**src/design/tiu_pkg.sv**
```systemverilog
// ----------------------------------------------------------------------------
// tiu_pkg
// types, codes and constants shared by the tiny isa execute unit
// ----------------------------------------------------------------------------
package tiu_pkg;

  localparam int unsigned REG_COUNT   = 16;
  localparam int unsigned MEM_DEPTH   = 256;
  localparam int unsigned DATA_WIDTH  = 32;
  localparam int unsigned PC_W        = 10;
  localparam int unsigned LEN_W       = 11;
  localparam int unsigned REG_IDX_W   = $clog2(REG_COUNT);
  localparam int unsigned MEM_IDX_W   = $clog2(MEM_DEPTH);
  localparam int unsigned COST_W      = 4;
  localparam int unsigned TOTAL_W     = 32;
  localparam int unsigned IN_W        = 16;
  localparam int unsigned OUT_W       = 96;
  localparam int unsigned NIBBLE      = 4;
  localparam logic [LEN_W-1:0] LEN_RESET = 11'd1024;

  typedef logic [DATA_WIDTH-1:0] data_t;

  typedef enum logic [3:0] {
    OP_LD  = 4'd0,
    OP_ST  = 4'd1,
    OP_STI = 4'd2,
    OP_LDI = 4'd3,
    OP_ADD = 4'd4,
    OP_SUB = 4'd5,
    OP_JZ  = 4'd6
  } opcode_t;

  typedef enum logic [1:0] {
    WK_NONE = 2'd0,
    WK_REG  = 2'd1,
    WK_MEM  = 2'd2
  } write_kind_t;

  // decoded instruction plus operands read from the register file and memory
  typedef struct packed {
    logic [3:0]           opcode;
    logic [REG_IDX_W-1:0] reg_select;
    logic [7:0]           operand_byte;
    data_t                rs_data;
    data_t                rt_data;
    data_t                mem_data;
    logic [PC_W-1:0]      pc;
  } exec_in_t;

  typedef struct packed {
    logic [PC_W-1:0]   next_pc;
    logic              branch_taken;
    write_kind_t       write_kind;
    logic [7:0]        write_index;
    data_t             write_value;
    logic              undefined_opcode;
    logic [COST_W-1:0] instr_cycles;
  } exec_out_t;

  function automatic logic [COST_W-1:0] op_cost(input logic [3:0] op);
    logic [COST_W-1:0] c;
    case (op)
      OP_LD:   c = 4'd4;
      OP_ST:   c = 4'd4;
      OP_STI:  c = 4'd8;
      OP_LDI:  c = 4'd6;
      OP_ADD:  c = 4'd7;
      OP_SUB:  c = 4'd7;
      OP_JZ:   c = 4'd15;
      default: c = 4'd0;
    endcase
    return c;
  endfunction

endpackage

```
**src/design/tiu_exec.sv**
```systemverilog
// ----------------------------------------------------------------------------
// tiu_exec
// combinational execute of one instruction on already fetched operands
// ----------------------------------------------------------------------------
module tiu_exec (
  input  tiu_pkg::exec_in_t  ex_in,
  output tiu_pkg::exec_out_t ex_out
);

  logic [tiu_pkg::PC_W-1:0] pc_inc;
  logic [tiu_pkg::PC_W-1:0] pc_branch;
  tiu_pkg::data_t           imm;

  assign pc_inc    = ex_in.pc + {{(tiu_pkg::PC_W-1){1'b0}}, 1'b1};
  // 8-bit signed offset extended to the pc width, wraps modulo the 10-bit pc range
  assign pc_branch = pc_inc + {{(tiu_pkg::PC_W-8){ex_in.operand_byte[7]}},
                               ex_in.operand_byte};
  assign imm = {{(tiu_pkg::DATA_WIDTH-tiu_pkg::NIBBLE){ex_in.operand_byte[7]}},
                ex_in.operand_byte[7:4]};

  always_comb begin
    ex_out                  = '0;
    ex_out.next_pc          = pc_inc;
    ex_out.write_kind       = tiu_pkg::WK_NONE;
    ex_out.instr_cycles     = tiu_pkg::op_cost(ex_in.opcode);
    unique case (ex_in.opcode)
      tiu_pkg::OP_LD: begin
        ex_out.write_kind  = tiu_pkg::WK_REG;
        ex_out.write_index = 8'(ex_in.reg_select);
        ex_out.write_value = ex_in.mem_data;
      end
      tiu_pkg::OP_ST: begin
        ex_out.write_kind  = tiu_pkg::WK_MEM;
        ex_out.write_index = ex_in.operand_byte;
        ex_out.write_value = ex_in.rs_data;
      end
      tiu_pkg::OP_STI: begin
        ex_out.write_kind  = tiu_pkg::WK_MEM;
        ex_out.write_index = ex_in.rs_data[7:0];
        ex_out.write_value = ex_in.rt_data;
      end
      tiu_pkg::OP_LDI: begin
        ex_out.write_kind  = tiu_pkg::WK_REG;
        ex_out.write_index = 8'(ex_in.reg_select);
        ex_out.write_value = imm;
      end
      tiu_pkg::OP_ADD: begin
        ex_out.write_kind  = tiu_pkg::WK_REG;
        ex_out.write_index = 8'(ex_in.reg_select);
        ex_out.write_value = ex_in.rs_data + ex_in.rt_data;
      end
      tiu_pkg::OP_SUB: begin
        ex_out.write_kind  = tiu_pkg::WK_REG;
        ex_out.write_index = 8'(ex_in.reg_select);
        ex_out.write_value = ex_in.rs_data - ex_in.rt_data;
      end
      tiu_pkg::OP_JZ: begin
        if (ex_in.rs_data == '0) begin
          ex_out.branch_taken = 1'b1;
          ex_out.next_pc      = pc_branch;
        end
      end
      default: begin
        ex_out.undefined_opcode = 1'b1;
      end
    endcase
  end

endmodule

```
**config.mk**
```make
export PLATFORM = sky130hd
export DESIGN_NAME = tiu_exec
export DESIGN_NICKNAME = d
export VERILOG_FILES = /design/src/design/tiu_pkg.sv /design/src/design/tiu_exec.sv
export SDC_FILE = /design/constraint.sdc
export NUM_CORES = 1
export LEC_CHECK = 0
export ABC_AREA = 0
export BUFFER_PORTS_ARGS = -buffer_cell sky130_fd_sc_hd__buf_2
export CELL_PAD_IN_SITES_DETAIL_PLACEMENT = 0
export CELL_PAD_IN_SITES_GLOBAL_PLACEMENT = 2
export CORE_ASPECT_RATIO = 0.8
export CORE_MARGIN = 2
export CORE_UTILIZATION = 26
export DETAILED_ROUTE_END_ITERATION = 8
export PLACE_DENSITY_LB_ADDON = 0.1
export SYNTH_ARGS = -nofsm -noshare
export SYNTH_HDL_FRONTEND = slang
export SYNTH_SLANG_ARGS = --single-unit
```
**constraint.sdc**
```tcl
create_clock -name vclk -period 4.89
set_input_delay 0.2445 -clock vclk [all_inputs]
set_output_delay 0.2445 -clock vclk [all_outputs]
set_load 0.02 [all_outputs]
```
==> metrics, run 1 <==
required time of the critical path=4.65 ns; Leak=2.49 nW; count of pins over their slew limit=0; final core utilization=34.2%; share of cells above drive strength 1=29.6%; vias after detailed routing=5,415; GP Congestion=0.855; Tot Pwr=0.673 mW; Detail Route Antenna Nets=0; met2 Usage GRT=31.8%; power per cell area=126 nW/µm²; grt ovf=0; Synth Instances=608; WP data arrival=4.37 ns; number of vias per cell=5.50; Worst setup EP type=primary output; Simple-Gate Fraction of Synth Area=24.8%; die height=116 µm; initial antenna violation count=0; worst hold start=ex_in[116]; top post-synthesis cells by count=a21oi_1 (65), nand2_1 (47), o21ai_0 (46), nor2_1 (44), ha_1 (42); first-pass GRT wire length=27.7 mm; Mean Syn Cell Area=6.75 µm²; Die W=144 µm; # IOs=180; worst slack at placement=0.169 ns; gr busiest metal=met1; synthesis-to-finish area growth=29.8%; DP Area=5300 µm²; status=finished clean; Placed Cells=985; main combinational cell family by area after synthesis=compound AO/OA/AOI/OAI gates; Post-Synth XOR/XNOR Area=13.7%; Core Area=15,600 µm²; worst vdd ir=0.0408 mV; area leader, netlist=ha_1; final hold vios=0; ANT cells=0; unrepaired setup endpoints after global routing=false; Die Footprint=16,800 µm²; DR iter-0 viols=390; Unique masters post-synth=64; setup bufs post-CTS=0; cell area after layout=5330 µm²; Fin Setup TNS=0 ns; final period utilization=94.4%; Synth Area in Compound Gates=40.2%; final WL=18.5 mm; CP Max Fanout=5; Synth area leaders=ha_1 (13%), a21oi_1 (7.9%), xor2_1 (7.9%), a221o_1 (6.6%), xnor2_1 (5.8%); count leader, synth=a21oi_1; largest net degree at the start of global routing=38; min setup slack post-route=0.274 ns; worst-margin pin slew=0.823 ns; Max Cap Violations=0; Synth top area share=12.8%; Post-layout nets=938; synthesized area=4100 µm²; register area=0 µm²; crit path time final=4.62 ns; seq_cells=0; Hold Path End=ex_out[39]; WHS=0.817 ns; FILL cells=1,781; # rows=41; Yosys warning total=0; WL/cell=18.8 µm; detailed placement HPWL=15.2 mm; met1 Track Usage GR=32.2%; Startpoint Class=input port; All-Layer GR Usage=20.8%; CP Class=input port to primary output; Post-route DRC=0; fmax=0.217 GHz; hold depth=4; vias in the first global route=5,064; met3 usage=1.93%; Port Buffers=180; worst hold path type=input port to primary output; Adder-Cell Fraction of Synth Area=13.8%; Final Setup Violations=0; Finished Layout Cells=985; sequential share of the synthesized area=0%; drt pass-1 iters=5; post-synthesis mux area share=2.47%; CLK BUF=0; Post-Syn Nets=774; Initial Util=26.3%; Slew Limit Headroom=45.1%
[layer usage]
layer	part of all wire, %	vias to the layer above
li1	-	2669
met1	51	2576
met2	43	156
met3	4.7	14
met4	1.1	0
met5	0	-
[cell usage in the layout, fill, tap and decap left out, drive strengths merged, types with 4 or more instances in the layout]
master and instances:
buf 200, a21oi 65, nand2 47, o21ai 46
nor2 44, ha 42, xor2 37, a221o 28
xnor2 27, nand3 20, inv 17, o31ai 15
nor4 13, a21o 12, nor3 12, nand2b 10
o21a 10, a221oi 9, nand4 8, or3 8
a211oi 8, and3 6, a21boi 6, o21bai 6
mux2 6, and2 5, a31oi 5, a22o 4
a222oi 4, or4 4, nor3b 4
[cell type report]
| class | instances | area (µm²) | area share [%] |
|---|---|---|---|
| inverter | 17 | 63.8 | 1.20 |
| multi-input combinational | 553 | 3940 | 74.0 |
| timing repair buffer | 200 | 1050 | 19.7 |
| tap | 215 | 269 | 5.05 |
[worst max-delay path by stage]
| stage | startpoint | end | cells past startpoint |
|---|---|---|---|
| after floorplan | ex_in[51] | ex_out[33] | 13 |
| after global placement | ex_in[51] | ex_out[33] | 16 |
| after detailed placement | ex_in[51] | ex_out[33] | 16 |
| after CTS | ex_in[51] | ex_out[33] | 16 |
| after global routing | ex_in[51] | ex_out[32] | 16 |
| final | ex_in[51] | ex_out[32] | 16 |
[cells by family (layout without fill, tap and decap cells)]
| kind of cell | after synthesis | after routing |
|---|---|---|
| compound gates | 239 | 239 |
| simple gates | 197 | 197 |
| xor+xnor | 64 | 64 |
| buf+inv | 55 | 217 |
| fa+ha+maj | 44 | 44 |
| mux | 9 | 9 |
[what timing repair did]
| item | CTS | global route |
|---|---|---|
| endpoints found under the setup margin | 0 | 4 |
| gates resized for setup | 0 | 6 |
| hold endpoints to repair | 0 | 0 |
| hold buffers | 0 | 0 |
[worst max-delay path: stages]
cell and delay (ns):
buf_2 0.12, or4_4 0.55, or4_4 0.47, or2_2 0.37
o41a_1 0.34, xnor2_1 0.13, ha_1 0.36, and3_1 0.20
nor3b_2 0.23, a221oi_1 0.11, a21boi_0 0.26, nor3_1 0.10
buf_4 0.16, a311o_1 0.35, a21o_1 0.21, buf_2 0.16
[where the power goes]
part | total, mW | switching (mW) | leakage, nW | internal [mW]
combinational | 0.673 | 0.401 | 2.49 | 0.272
clock | 0 | 0 | 0 | 0
sequential | 0 | 0 | 0 | 0
total | 0.673 | 0.401 | 2.49 | 0.272
No activity file was read; power rests on OpenSTA's default activity.
==> inputs of run 2 (changes only) <==
Settings changed: GPL_TIMING_DRIVEN set to 0.
==> run 2 against run 1 <==
Against the previous run: die area stayed put; power about the same; largest power group unchanged; via count increased by 1.9%; setup slack worse by 0.14 ns; flip-flop and latch count is the same; design area grew 0.38%; sequential share of layout area is the same; highest routed layer unchanged.
==> metrics, run 2 (synthesis gave the netlist of run 1 again) <==
cell area after layout=5350 µm²; Startpoint Class=input port; grt ovf=0; Worst setup EP type=primary output; Hold Path End=ex_out[40]; Post-route DRC=0; worst hold start=ex_in[117]; commonest cells after routing, fill and taps aside=buf_2 (179), a21oi_1 (63), nand2_1 (47); Leak=2.46 nW; unrepaired setup endpoints after global routing=false; WL/cell=20.3 µm; Comb power frac=100.0%; final hold vios=0; vias in the first global route=5,283; # IOs=180; CP Class=input port to primary output; Placed Cells=1,002; Core Area=15,600 µm²; Initial Util=26.3%; final period utilization=97.3%; Max Cap Violations=0; clock share of power=0%; Die Footprint=16,800 µm²; crit path max-delay cell type=or4_4; DR iter-0 viols=416; DP Area=5270 µm²; Slew Limit Headroom=8.92%; ANT cells=0; worst-margin pin slew=1.35 ns; Net Sw Power=0.410 mW; crit path time final=4.76 ns; count of pins over their slew limit=0; critical path, cell by cell=buf_2, or4_4, or4_4, or2_2, o41a_1, xnor2_1, ha_1, and3_1, and2_1, nand3_1, a21o_1, a2111oi_2, nor4_1, o31ai_1, buf_2; Sw Share=60.9%; first-pass GRT wire length=30.2 mm; Finished Layout Cells=1,004; share of cells above drive strength 1=27.1%; drt pass-1 iters=5; seq_cells=0; hold depth=4; initial antenna violation count=0; commonest non-fill, non-tap cell in the layout=buf_2; All-Layer GR Usage=23.2%; CLK BUF=0; Final Setup Violations=0; WP data arrival=4.51 ns; Die W=144 µm; Post-layout nets=957; Worst Path Buf+Inv=2; fmax=0.210 GHz; worst hold path type=input port to primary output; # rows=41; worst vdd ir=0.0483 mV; final WL=20.4 mm; Port Buffers=179; status=finished clean; register area=0 µm²; worst slack at placement=-0.333 ns; Fin Setup TNS=0 ns; CP delay by family, top=simple AND/OR/NAND/NOR gates; synthesis-to-finish area growth=30.3%; Detail Route Antenna Nets=0; power per cell area=126 nW/µm²; GP Congestion=0.894; largest net degree at the start of global routing=11; min setup slack post-route=0.134 ns; detailed placement HPWL=16.9 mm; required time of the critical path=4.65 ns; die height=116 µm; vias after detailed routing=5,517; CP Max Fanout=5; number of vias per cell=5.50; Cell Int Power=0.263 mW; part of the power in registers=0%; Critical Path Max Stage Delay=0.56 ns
## run 2: cell types whose count changed in the layout (fill, tap and decap cells not counted), moves of 2 or more
| cell | previous run | this run |
|---|---|---|
| buf_4 | 20 | 4 |
| a21oi_1 | 65 | 63 |
| nor3b_2 | 2 | 0 |
| clkbuf_2 | 0 | 2 |
| a21oi_2 | 0 | 2 |
| clkbuf_1 | 0 | 34 |
## run 2: stage by stage
step	power, mW	utilization (%)	hold WS, ns
floorplan	0.429	-	0.636
global placement	0.653	33.8	0.814
detailed placement	0.656	33.8	0.817
CTS	0.662	33.9	0.817
global route	0.741	34.3	0.838
finish	0.673	34.3	0.821
## run 2: worst max path at each step
stage                           from          to  cells after the start
after floorplan            ex_in[51]  ex_out[33]                     13
after global placement    ex_in[119]  ex_out[32]                     16
after detailed placement  ex_in[119]  ex_out[32]                     16
after CTS                 ex_in[119]  ex_out[30]                     15
after global routing       ex_in[51]  ex_out[33]                     15
final                      ex_in[51]  ex_out[33]                     15
## run 2: timing repair
action,4_1_cts,5_1_grt
setup endpoints to repair,10,10
pin swaps,1,1
gates resized for setup,6,10
buffers inserted,0,4
hold buffers,0,0
gates cloned,0,0
## run 2: metal layers
layer	wire (µm)	track usage [%]	vias to the layer above
met3	1460	3.24	23
met2	8840	36.3	204
met5	0	0	-
met4	303	4.14	0
li1	-	-	2711
met1	9750	34.0	2579
## run 2: power groups by stage
stage	logic (mW)	registers, mW	clock network, mW
6_report	0.673	0	0
2_1_floorplan	0.429	0	0
3_5_place_dp	0.656	0	0
3_3_place_gp	0.653	0	0
4_1_cts	0.662	0	0
5_1_grt	0.741	0	0
## run 2: final cells by class
cell class                 count  area, µm²
fill                        1822      10200
multi-input combinational    553       3950
timing repair buffer         183        926
tap                          215        269
buffer                        36        138
inverter                      17       63.8
